**src/sv/mtui_pkg.sv**
```systemverilog
// Package with shared types, constants and functions of the MT19937 unit-interval generator.
package mtui_pkg;

  // Fixed widths of the generator words and results.
  localparam int unsigned WORD_W = 32;
  localparam int unsigned FRAC_W = 33;

  // Standard MT19937 constants.
  localparam logic [WORD_W-1:0] TWIST_MATRIX = 32'h9908_b0df;
  localparam logic [WORD_W-1:0] HIGH_BIT     = 32'h8000_0000;
  localparam logic [WORD_W-1:0] LOW_BITS     = 32'h7fff_ffff;
  localparam logic [WORD_W-1:0] INIT_MULT    = 32'd1812433253;
  localparam logic [WORD_W-1:0] TEMPER_B     = 32'h9d2c_5680;
  localparam logic [WORD_W-1:0] TEMPER_C     = 32'hefc6_0000;
  localparam logic [WORD_W-1:0] SEED_RESET   = 32'd5489;

  // Control states of the top level.
  typedef enum logic [1:0] {
    ST_UNSEEDED,
    ST_SEED,
    ST_FIRST,
    ST_RUN
  } mtui_state_t;

  // Status of the seeding sequencer toward the top level.
  typedef struct packed {
    logic word_valid;
    logic last;
  } seed_stat_t;

  // Twist of one word from the oldest word, its neighbor and the tap word.
  function automatic logic [WORD_W-1:0] twist_word(
    input logic [WORD_W-1:0] w_k,
    input logic [WORD_W-1:0] w_k1,
    input logic [WORD_W-1:0] w_tap
  );
    logic [WORD_W-1:0] y;
    logic [WORD_W-1:0] v;
    y = (w_k & HIGH_BIT) | (w_k1 & LOW_BITS);
    v = w_tap ^ (y >> 1);
    if (y[0]) begin
      v = v ^ TWIST_MATRIX;
    end
    return v;
  endfunction

  // Output tempering of one state word.
  function automatic logic [WORD_W-1:0] temper(input logic [WORD_W-1:0] w);
    logic [WORD_W-1:0] y;
    y = w ^ (w >> 11);
    y = y ^ ((y << 7) & TEMPER_B);
    y = y ^ ((y << 15) & TEMPER_C);
    y = y ^ (y >> 18);
    return y;
  endfunction

endpackage

```
**src/sv/mtui_cell.sv**
```systemverilog
// One cell of the state chain: a state word that moves to its neighbor on each shift.
module mtui_cell (
  input  logic                      clk,
  input  logic                      shift_en,
  input  logic [mtui_pkg::WORD_W-1:0] d_in,
  output logic [mtui_pkg::WORD_W-1:0] q
);
  import mtui_pkg::*;

  logic [WORD_W-1:0] word_r;
  logic [WORD_W-1:0] word_nxt;

  // Take the neighbor's word when the chain shifts, else hold.
  always_comb begin
    word_nxt = shift_en ? d_in : word_r;
  end

  always_ff @(posedge clk) begin
    word_r <= word_nxt;
  end

  assign q = word_r;

endmodule

```
**config.mk**
```make
export PLATFORM = sky130hd
export DESIGN_NAME = mtui_cell
export DESIGN_NICKNAME = d
export VERILOG_FILES = /design/src/sv/mtui_pkg.sv /design/src/sv/mtui_cell.sv
export SDC_FILE = /design/constraint.sdc
export NUM_CORES = 1
export LEC_CHECK = 0
export BUFFER_PORTS_ARGS = -buffer_cell sky130_fd_sc_hd__buf_4
export CAP_MARGIN = 20
export CORE_MARGIN = 2
export CORE_UTILIZATION = 25
export DETAILED_ROUTE_END_ITERATION = 6
export REMOVE_ABC_BUFFERS = 1
export SYNTH_ARGS = -nofsm -noshare
export SYNTH_HDL_FRONTEND = slang
export SYNTH_SLANG_ARGS = --single-unit
```
**constraint.sdc**
```tcl
create_clock -name clk -period 0.8 [get_ports clk]
set_clock_uncertainty 0.15 [all_clocks]
set_input_delay 0.16 -clock clk [delete_from_list [all_inputs] [get_ports clk]]
set_output_delay 0.16 -clock clk [all_outputs]
set_load 0.05 [all_outputs]
```
======== Word level (Yosys, flattened, before mapping) ========
Index checks and enable logic that the tools add are counted.
W data, S select, Z words.
word-level totals
  bits in registers ....................... 32
  bits of input ports ..................... 34
  output and inout port bits .............. 32
  word-level logic and storage cells ...... 1

======== Depth between registers and ports, before layout ========
  depth in word-level cells ............... 0
  mapped depth ............................ 0
  mapped depth without buffers ............ 0

======== Least setup slack after synthesis ========
Ideal clock, no wire load.
  path kind ............................... flip-flop to output port
  start ................................... register word_r[0] (netlist: q[0])
  end ..................................... output port q[0] (netlist name)
  arrival ................................. 601 ps
  required time ........................... 490 ps
  path slack .............................. -111 ps
  stages on the path, launching flop included .. 1
  path buffers ............................ 0
  path through ............................ edfxtp_1
RTL lines
  item                    RTL line         source
  start, declared         mtui_cell.sv:10  logic [WORD_W-1:0] word_r;
  start signal, assigned  mtui_cell.sv:19  word_r <= word_nxt;
  end, declared           mtui_cell.sv:6   output logic [mtui_pkg::WORD_W-1:0] q
No word-level cell between the ends.

======== Final worst setup path ========
  start ................................... register word_r[5] (netlist: q[5])
  end ..................................... output port q[5] (netlist name)
No word-level cell between the ends.

==> results summary <==
The flow ran to the end, but the final reports show violations. The checks that failed: hold timing, setup timing. The fraction of final layout cells with drive strength greater than 1 is 0.679. Port buffering added 65 buffers. For this run, the top clock speed supported by timing is 879 MHz.

The worst hold slack across all endpoints came out at -0.0942 ns. For this design the ratio of total power to cell area is 2330 nW/um2. The worst slew margin relative to its limit came out at 0.926.

The number of warning messages in the yosys log came out at 0. STA puts the critical path data arrival time at 0.83 ns. The initial standard-cell utilization of the core is 0.261. The deepest clock path buffer count is 2. The placeable core region came out at 3690 um2.

The worst setup path is of the flop to output pin kind. The DRC violation total after the first TritonRoute iteration came out at 39. Traced cell by cell, the critical path runs through buf_6. The worst path in the final design needs a cycle of 1.14 ns, including I/O delays and setup. The post-CTS repair timing setup buffer count came out at 0.

Clock tree synthesis found a total of 32 sinks. The number of rows created at floorplan came out at 22. Counting both buffers and inverters, the worst setup path holds a total of 1. The worst slack after detailed placement is -0.0863 ns. The number of H-tree branching levels came out at 2. The sequential cells in the finished layout cover a total of 961 um2. CTS placed an instance of sky130_fd_sc_hd__clkbuf_8 at the clock tree root. The synthesized cell area came out at a little under 1000 um2.

The static power due to leakage came out at 0.000723 uW. Compared with the post-synthesis result, the final layout area differs by 81.6%. The maximum fanout count along the critical path came out at 1.

STA classifies the critical path startpoint as a flop. The congestion estimate from routability-driven global placement came to 0.609. Summed over all nets, wire length on met2 after detailed routing comes to about 870 um. The slowest stage of the critical path is the sky130_fd_sc_hd__edfxtp_1 cell. After detailed routing, the number of remaining DRC violations is 0. The number of hold violations in the final report came to 32. The number of flip-flops under the largest register name is 32. The tightest min-delay check is of the input port to flop type.

The total number of vias is 590. The wire length on met3 is 255 um. The global router's overall resource usage came out at 0.0901. The detailed router put a total of 592 um of wire on met1. The count of different cell masters after synthesis is 1. After routing the design area is around 1700 um2. The number of antenna violations at the first check in global routing came to 0.

The number of nets in the final layout came out at 140. The area of the multi-input gates came out at 0 um2. In this design, the largest share of critical-path delay is due to flip-flops. The worst-margin pin slew is roughly 0.11 ns. The final critical-path setup slack is -0.338 ns.

Pin placement for this block handled 66 I/O pins. The setup violation total in the final timing report is 32. The sequential cell area fraction in the yosys report came out at 1.00. VDD sags by at most slightly below 900 uV. The critical path endpoint category is an output pin. 0 antenna diodes ended up in the layout. Setup repair after global routing could not meet its margin everywhere. The number of fill cells is 360. The first-pass GRT wire length is 2690 um.

The register clock-pin slew on the reported worst setup and hold paths is 0.07 ns. The first-pass iteration count of the detailed router came out at 3. The floorplan step defined a die boundary enclosing around 4400 um2. After global routing the overflow that remains totals 0.

Measured along the x axis, the die boundary spans 66.0 um. The final wirelength is 1760 um. The delay contributed by the slowest stage of the critical path is 0.38 ns.

The number of CTS-inserted buffers came out at 5. The via count of the first global-routing pass came out at 620. The number of maximum-capacitance violations came out at 0. In the finished design, the share of the clock period the worst path needs comes to 1.42. Each instance of the synthesized netlist takes up on average 30.0 um2. The detailed-route vias per instance is 3.83. The per-cell routed wire length came out at 11.4 um. In this run the top signal layer used is met4. In this run the remaining antenna-violating nets after routing total 0. The clock tree from TritonCTS is done. The number of instances in the synthesized netlist came out at 32. The flip-flop and latch count after synthesis came out at 32. Once placement finished, the instance area stood at 1550 um2.

The largest net degree at the start of global routing came out at 18. The number of combinational gates with multiple inputs is 0. The critical path data required time is between 0.4 and 0.5 ns. The number of max-slew violations in the final report is 0.

The y dimension of the die is between 60 and 70 um.
[metrics by stage]
stage / hold WS (ns) / setup TNS [ns] / utilization / instances / power, uW
floorplan: 0.109 / -3.54 / - / 32 / 2530
global placement: 0.188 / -3.65 / 0.420 / 147 / 2890
detailed placement: 0.189 / -4.14 / 0.420 / 147 / 2900
CTS: -0.107 / -11.04 / 0.473 / 154 / 4130
global route: -0.107 / -11.58 / 0.473 / 154 / 4230
finish: -0.0942 / -10.47 / 0.473 / 154 / 4070
[cells in the final DEF, fill, tap and decap left out]
cell / count
sky130_fd_sc_hd__buf_12: 2
sky130_fd_sc_hd__clkbuf_8: 5
sky130_fd_sc_hd__buf_6: 32
sky130_fd_sc_hd__clkinv_1: 2
sky130_fd_sc_hd__edfxtp_1: 32
sky130_fd_sc_hd__buf_4: 33
[cell families (layout without fill, tap and decap cells)]
family,after synthesis,in the layout,synth area share
buf+inv,0,74,0
flops,32,32,1.00
[report_power, final]
part | internal, uW | total (uW) | switching (uW)
registers | 2000 | 2050 | 55.3
logic | 355 | 906 | 550
clock network | 573 | 1110 | 537
[final timing paths]
check                           from             end  slack, ns  cells after the start
worst max-delay path  q[5]$_DFFE_PP_            q[5]      -0.34                      1
worst min-delay path         d_in[3]  q[3]$_DFFE_PP_      -0.09                      1
[per-layer routing]
metal | global-route usage | vias to the layer above
met4 | 0.0689 | 0
met5 | 0 | -
met2 | 0.130 | 41
li1 | - | 275
met1 | 0.0914 | 269
met3 | 0.0596 | 5
[repair_timing]
action                                  4_1_cts  5_1_grt
hold endpoints to repair                     32       32
gates resized for setup                      32        0
endpoints found under the setup margin       32       32
gates cloned                                  0        0
[synthesized netlist by cell type]
| master | instances | area [um2] |
|---|---|---|
| sky130_fd_sc_hd__edfxtp_1 | 32 | 961 |
[area by class of cell]
| type | instances | share of cell area |
|---|---|---|
| clock buffers | 5 | 0.0394 |
| clock inverters | 2 | 0.00430 |
| flip-flops and latches | 32 | 0.551 |
| well taps | 48 | 0.0344 |
| repair buffers | 67 | 0.371 |
No activity file was read; power rests on OpenSTA's default activity.
