`config.mk`:
```
export PLATFORM = sky130hd
export DESIGN_NAME = mtui_seeder
export DESIGN_NICKNAME = d
export VERILOG_FILES = /design/src/sv/mtui_pkg.sv /design/src/sv/mtui_seeder.sv
export SDC_FILE = /design/constraint.sdc
export NUM_CORES = 1
export LEC_CHECK = 0
export ABC_AREA = 1
export BUFFER_PORTS_ARGS = -buffer_cell sky130_fd_sc_hd__buf_2
export CORE_UTILIZATION = 30
export DETAILED_ROUTE_END_ITERATION = 6
export GPL_TIMING_DRIVEN = 0
export PLACE_DENSITY = 0.41
export SETUP_SLACK_MARGIN = 0.05
export SKIP_CTS_REPAIR_TIMING = 1
export SLEW_MARGIN = 20
export SYNTH_ARGS = -nofsm -noshare
export SYNTH_HDL_FRONTEND = slang
export SYNTH_SLANG_ARGS = --single-unit
```
`constraint.sdc`:
```
create_clock -name clk -period 7.66 [get_ports clk]
set_input_delay 1.149 -clock clk [delete_from_list [all_inputs] [get_ports clk]]
set_output_delay 1.149 -clock clk [all_outputs]
set_load 0.1 [all_outputs]
```
`src/sv/mtui_pkg.sv`:
```
// Package with shared types, constants and functions of the MT19937 unit-interval generator.
package mtui_pkg;

  // Fixed widths of the generator words and results.
  localparam int unsigned WORD_W = 32;
  localparam int unsigned FRAC_W = 33;

  // Standard MT19937 constants.
  localparam logic [WORD_W-1:0] TWIST_MATRIX = 32'h9908_b0df;
  localparam logic [WORD_W-1:0] HIGH_BIT     = 32'h8000_0000;
  localparam logic [WORD_W-1:0] LOW_BITS     = 32'h7fff_ffff;
  localparam logic [WORD_W-1:0] INIT_MULT    = 32'd1812433253;
  localparam logic [WORD_W-1:0] TEMPER_B     = 32'h9d2c_5680;
  localparam logic [WORD_W-1:0] TEMPER_C     = 32'hefc6_0000;
  localparam logic [WORD_W-1:0] SEED_RESET   = 32'd5489;

  // Control states of the top level.
  typedef enum logic [1:0] {
    ST_UNSEEDED,
    ST_SEED,
    ST_FIRST,
    ST_RUN
  } mtui_state_t;

  // Status of the seeding sequencer toward the top level.
  typedef struct packed {
    logic word_valid;
    logic last;
  } seed_stat_t;

  // Twist of one word from the oldest word, its neighbor and the tap word.
  function automatic logic [WORD_W-1:0] twist_word(
    input logic [WORD_W-1:0] w_k,
    input logic [WORD_W-1:0] w_k1,
    input logic [WORD_W-1:0] w_tap
  );
    logic [WORD_W-1:0] y;
    logic [WORD_W-1:0] v;
    y = (w_k & HIGH_BIT) | (w_k1 & LOW_BITS);
    v = w_tap ^ (y >> 1);
    if (y[0]) begin
      v = v ^ TWIST_MATRIX;
    end
    return v;
  endfunction

  // Output tempering of one state word.
  function automatic logic [WORD_W-1:0] temper(input logic [WORD_W-1:0] w);
    logic [WORD_W-1:0] y;
    y = w ^ (w >> 11);
    y = y ^ ((y << 7) & TEMPER_B);
    y = y ^ ((y << 15) & TEMPER_C);
    y = y ^ (y >> 18);
    return y;
  endfunction

endpackage

```
`src/sv/mtui_seeder.sv`:
```
// Seeding sequencer: produces the MT19937ar initialization words, one per cycle.
module mtui_seeder #(
  parameter int unsigned STATE_DEPTH = 624
) (
  input  logic                        clk,
  input  logic                        rst_n,
  input  logic                        start,
  input  logic [mtui_pkg::WORD_W-1:0] seed,
  output logic [mtui_pkg::WORD_W-1:0] word,
  output mtui_pkg::seed_stat_t        stat
);
  import mtui_pkg::*;

  localparam int unsigned CNT_W = $clog2(STATE_DEPTH);

  logic             active_r;
  logic             active_nxt;
  logic [CNT_W-1:0] cnt_r;
  logic [CNT_W-1:0] cnt_nxt;
  logic [WORD_W-1:0] prev_r;
  logic [WORD_W-1:0] prev_nxt;
  logic [WORD_W-1:0] mixed;
  logic [WORD_W-1:0] product;
  logic             is_last;

  // Next initialization word from the previous one and the word number.
  always_comb begin
    mixed   = prev_r ^ (prev_r >> 30);
    product = INIT_MULT * mixed;
    word    = (cnt_r == '0) ? seed : (product + WORD_W'(cnt_r));
    is_last = (cnt_r == CNT_W'(STATE_DEPTH - 1));
  end

  // Counter and run flag of the sequence.
  always_comb begin
    active_nxt = active_r;
    cnt_nxt    = cnt_r;
    prev_nxt   = prev_r;
    if (start) begin
      active_nxt = 1'b1;
      cnt_nxt    = '0;
    end else if (active_r) begin
      prev_nxt = word;
      cnt_nxt  = cnt_r + 1'b1;
      if (is_last) begin
        active_nxt = 1'b0;
      end
    end
  end

  always_ff @(posedge clk) begin
    if (!rst_n) begin
      active_r <= 1'b0;
      cnt_r    <= '0;
    end else begin
      active_r <= active_nxt;
      cnt_r    <= cnt_nxt;
    end
  end

  always_ff @(posedge clk) begin
    prev_r <= prev_nxt;
  end

  assign stat.word_valid = active_r;
  assign stat.last       = active_r & is_last;

endmodule

```
[Word-level counts from Yosys, hierarchy flattened]
Index checks and enable logic that the tools add are counted.
Storage, ports and cells
  ROM bits: 0
  bits in registers: 43
  bits of input ports: 35
  output and inout port bits: 34
  bits in latches: 0
  bits in writable memories: 0
  memories kept: 0
Operators by class
  magnitude comparators: 0
  reductions and logical operators: 3
  divide/modulo/power cells: 0
  shifts and indexed selects: 0
  $mul: 1
  bitwise operators: 4
  add/sub/neg operators: 2
  mux-type cells: 4
  equal/unequal tests: 1
Operator list (number)
  32-bit by 10-bit adder with 32-bit output: 1
  31-bit by 32-bit multiplier with 32-bit output, first input constant: 1
  32-bit two-way mux: 1
  32-bit by 2-bit XOR with 32-bit output: 1
  10-bit by 1-bit adder with 10-bit output, second input constant: 1
  10-bit equality test, second input constant: 1
  10-bit zero test: 1
  1-bit two-way mux: 3
  1-bit NOT: 2
  2-bit AND reduction: 1
  2-bit OR reduction: 1
  1-bit bitwise AND: 1

[Logic depth before layout (Yosys ltp)]
  depth in word-level cells: 4
  gate-level depth with buffers: 27
  gate-level depth less buffers: 27

[Worst setup path after synthesis]
No wires, ideal clock.
  kind: reg2out
  start: register prev_r[31]
  end: output word[25] (netlist bit)
  path buffers: 0
  data arrival time: 7089 ps
  slack: -578 ps
  stages on the path, launching flop included: 24
  path through: edfxtp_1 > xnor2_1 > xnor2_1 > inv_1 > ha_1 > or2_2 > ha_1 > inv_1 > fa_1 > inv_1 > ha_1 > fa_1 > fa_1 > fa_1 > inv_1 > fa_1 > inv_1 > ha_1 > a21oi_1 > inv_1 > a31oi_1 > o21a_1 > nand4_1 > a31oi_1
On the way
  word-level cells in the longest chain between the ends: 4
Ends and longest elaborated chain
  from (decl): RTL line mtui_seeder.sv:20  | logic [WORD_W-1:0] prev_r;
  from (signal assigned): RTL line mtui_seeder.sv:62  | prev_r <= prev_nxt;
  32-bit by 2-bit XOR with 32-bit output: RTL line mtui_seeder.sv:28  | mixed = prev_r ^ (prev_r >> 30);
  31-bit by 32-bit multiplier with 32-bit output: RTL line mtui_seeder.sv:29  | product = INIT_MULT * mixed;
  32-bit by 10-bit adder with 32-bit output: RTL line mtui_seeder.sv:30  | word = (cnt_r == '0) ? seed : (product + WORD_W'(cnt_r));
  32-bit two-way mux: RTL line mtui_seeder.sv:30
  to (decl): RTL line mtui_seeder.sv:9  | output logic [mtui_pkg::WORD_W-1:0] word,
No other way between the ends.

[Final worst setup path]
  start: register prev_r[31]
  end: output word[31] (netlist bit)
The elaborated chain is that of the path after synthesis.

==> results_dict.tcl <==
set metrics [dict create \
    clk_pin_slew_worst_paths_ns 0.07 \
    crit_slowest_cell "edfxtp_1" \
    max_freq_mhz 130 \
    numCtsBuffers 5 \
    setup_slack_ns -0.0353 \
    hold_path.class "reg2reg" \
    final_cell_mix "inv_1, ha_1, nand2_1, fa_1, buf_4" \
    skew_ns 0.00594 \
    worstPathArrival_ns 6.55 \
    wl_mm 33.3 \
    ios 69 \
    grt_max_degree 22 \
    nets 1797 \
    hold-worst-slack_ns 0.500 \
    ant_nets 0 \
    setup_viol 1 \
    initial_utilization_pct 30.4 \
    antenna_found_initial 0 \
    synthTopCellsByArea "fa_1, ha_1, inv_1" \
    tightest_slew_ns 0.980 \
    avgSynthCellArea_sq_um 8.82 \
    violations "negative setup slack" \
    die-area_sq_mm 0.0367 \
    dp_hpwl_mm 28.3 \
    synth_cell_types 44 \
    syn_nets 1650 \
    drc 0 \
    synth_edf_count 32 \
    synth_top_area_share_pct 28.4 \
    vias 8364 \
    antenna_cells 0 \
    cts_buffer_depth 2 \
    grt.overflow.total 0 \
    async_reset_ff_share_pct 0 \
    outcome "finished with violations" \
    path_max_fanout 5 \
    rsz0062_at_grt "yes" \
    utilization_pct 38.0 \
    h-tree-depth 2 \
    grt_pass1_wl_mm 51.4 \
    yosysSeqAreaShare_pct 11.0 \
    io_buffer_count 68 \
    period_needed_ns 7.70 \
    clk-insertion-delay-late_ns 0.30 \
    cts_sinks 43 \
    nFillCells 3636 \
    period_share_pct 100 \
    rows 69 \
    start_kind "register" \
    maxCapViolCount 0 \
    max_stage_delay_ns 0.55 \
    end_kind "output port" \
    yosys.area.top_type "fa_1" \
    tns_ns -0.0353 \
    slew_headroom_pct 34.7 \
    wl_per_cell_microns 18.2 \
    dr.pass1.iters 4 \
    required_ns 6.51 \
    place.gp.congestion 0.902 \
    cts_tree "done" \
    cpMostUsedCell "inv_2" \
    drv_slew 0 \
    drive_above_1_share_pct 23.0 \
    first_iter_violations 296 \
    syn2layout_area_growth_pct 25.2 \
    postSynthCellCount 1223 \
    via_per_inst 4.57 \
    critPathKind "reg2out" \
    first_global_vias 8775 \
    die_w_microns 192 \
    hold_viol 0 \
    final_common_cell "inv_1" \
    track_usage_pct 19.2 \
    syn_area_sq_mm 0.0108 \
    synth_seq_cells 43 \
    root_buffer "clkbuf_16" \
    synth_warnings 0 \
    synth_ff_type "edfxtp_1" \
    die_y_microns 192 \
    core_region_area_sq_mm 0.0355 \
]
routing by layer:
layer / track usage, % / wire (microns)
met1: 27.1 / 16400
met2: 32.1 / 15500
met3: 1.30 / 759
met4: 4.06 / 638
met5: 0 / 0
cell usage after synthesis, types with 8 or more instances:
| library cell | instances |
|---|---|
| dfxtp_1 | 11 |
| xnor2_1 | 22 |
| nand2_1 | 181 |
| nand3_1 | 40 |
| xor2_1 | 8 |
| ha_1 | 239 |
| o21ai_0 | 24 |
| o21bai_1 | 9 |
| inv_1 | 325 |
| edfxtp_1 | 32 |
| nor3_1 | 16 |
| fa_1 | 153 |
| nand4_1 | 8 |
| a21oi_1 | 37 |
| nor2_1 | 42 |
| o21ai_1 | 8 |
| a31oi_1 | 8 |
path summary, 6_finish.rpt:
| path | slack (ns) | from | depth (start not counted) | end |
|---|---|---|---|---|
| worst max register to register | 1.27 | prev_r[31] | 28 | prev_r[31] |
| worst min register to register | 0.50 | cnt_r[4] | 2 | cnt_r[4] |
| worst max-delay path | -0.04 | prev_r[31] | 29 | word[31] |
| worst min-delay path | 0.50 | cnt_r[4] | 2 | cnt_r[4] |
cells by family after synthesis:
| family | after synthesis | share of synthesized area, % |
|---|---|---|
| compound gates | 106 | 6.03 |
| buf+inv | 337 | 11.8 |
| fa+ha+maj | 392 | 56.1 |
| flops | 43 | 11.0 |
| xor+xnor | 30 | 2.44 |
| simple gates | 315 | 12.6 |
state kept, by name, summed over array words and instances (netlist names):
| register | cells |
|---|---|
| prev_r | 32 |
| cnt_r | 10 |
| active_r | 1 |
worst max-delay path: cells and delay by family (launching register included):
family | cells | cell delay, ns
adder cells (fa/ha/maj) | 9 | 3.39
AND/OR/NAND/NOR | 8 | 1.05
buffers and inverters | 9 | 0.70
flip-flops | 1 | 0.55
XOR/XNOR | 2 | 0.43
AO/OA/AOI/OAI | 1 | 0.09
metrics by stage:
| step | instances | worst slack (ns) | instance area, sq um |
|---|---|---|---|
| after floorplan | 1223 | 0.0890 | 10800 |
| final | 1832 | -0.0353 | 13500 |
| after global placement | 1752 | -1.02 | 11700 |
| after CTS | 1761 | -1.40 | 11900 |
| after global routing | 1832 | -0.262 | 13500 |
| after detailed placement | 1753 | -1.01 | 11800 |
area by class of cell:
type	count	area, sq um	share of cell area (%)
Buffer	7	35.0	0.260
Clock buffer	7	143	1.06
Sequential cell	43	1180	8.75
Clock inverter	1	5.00	0.0371
Tap cell	461	577	4.27
Multi-Input combinational cell	843	9070	67.2
Inverter	330	1240	9.21
Timing Repair Buffer	140	1240	9.19
Power is not shown: default switching activity piles up to over one toggle a cycle in this logic, so the estimate is an artifact.
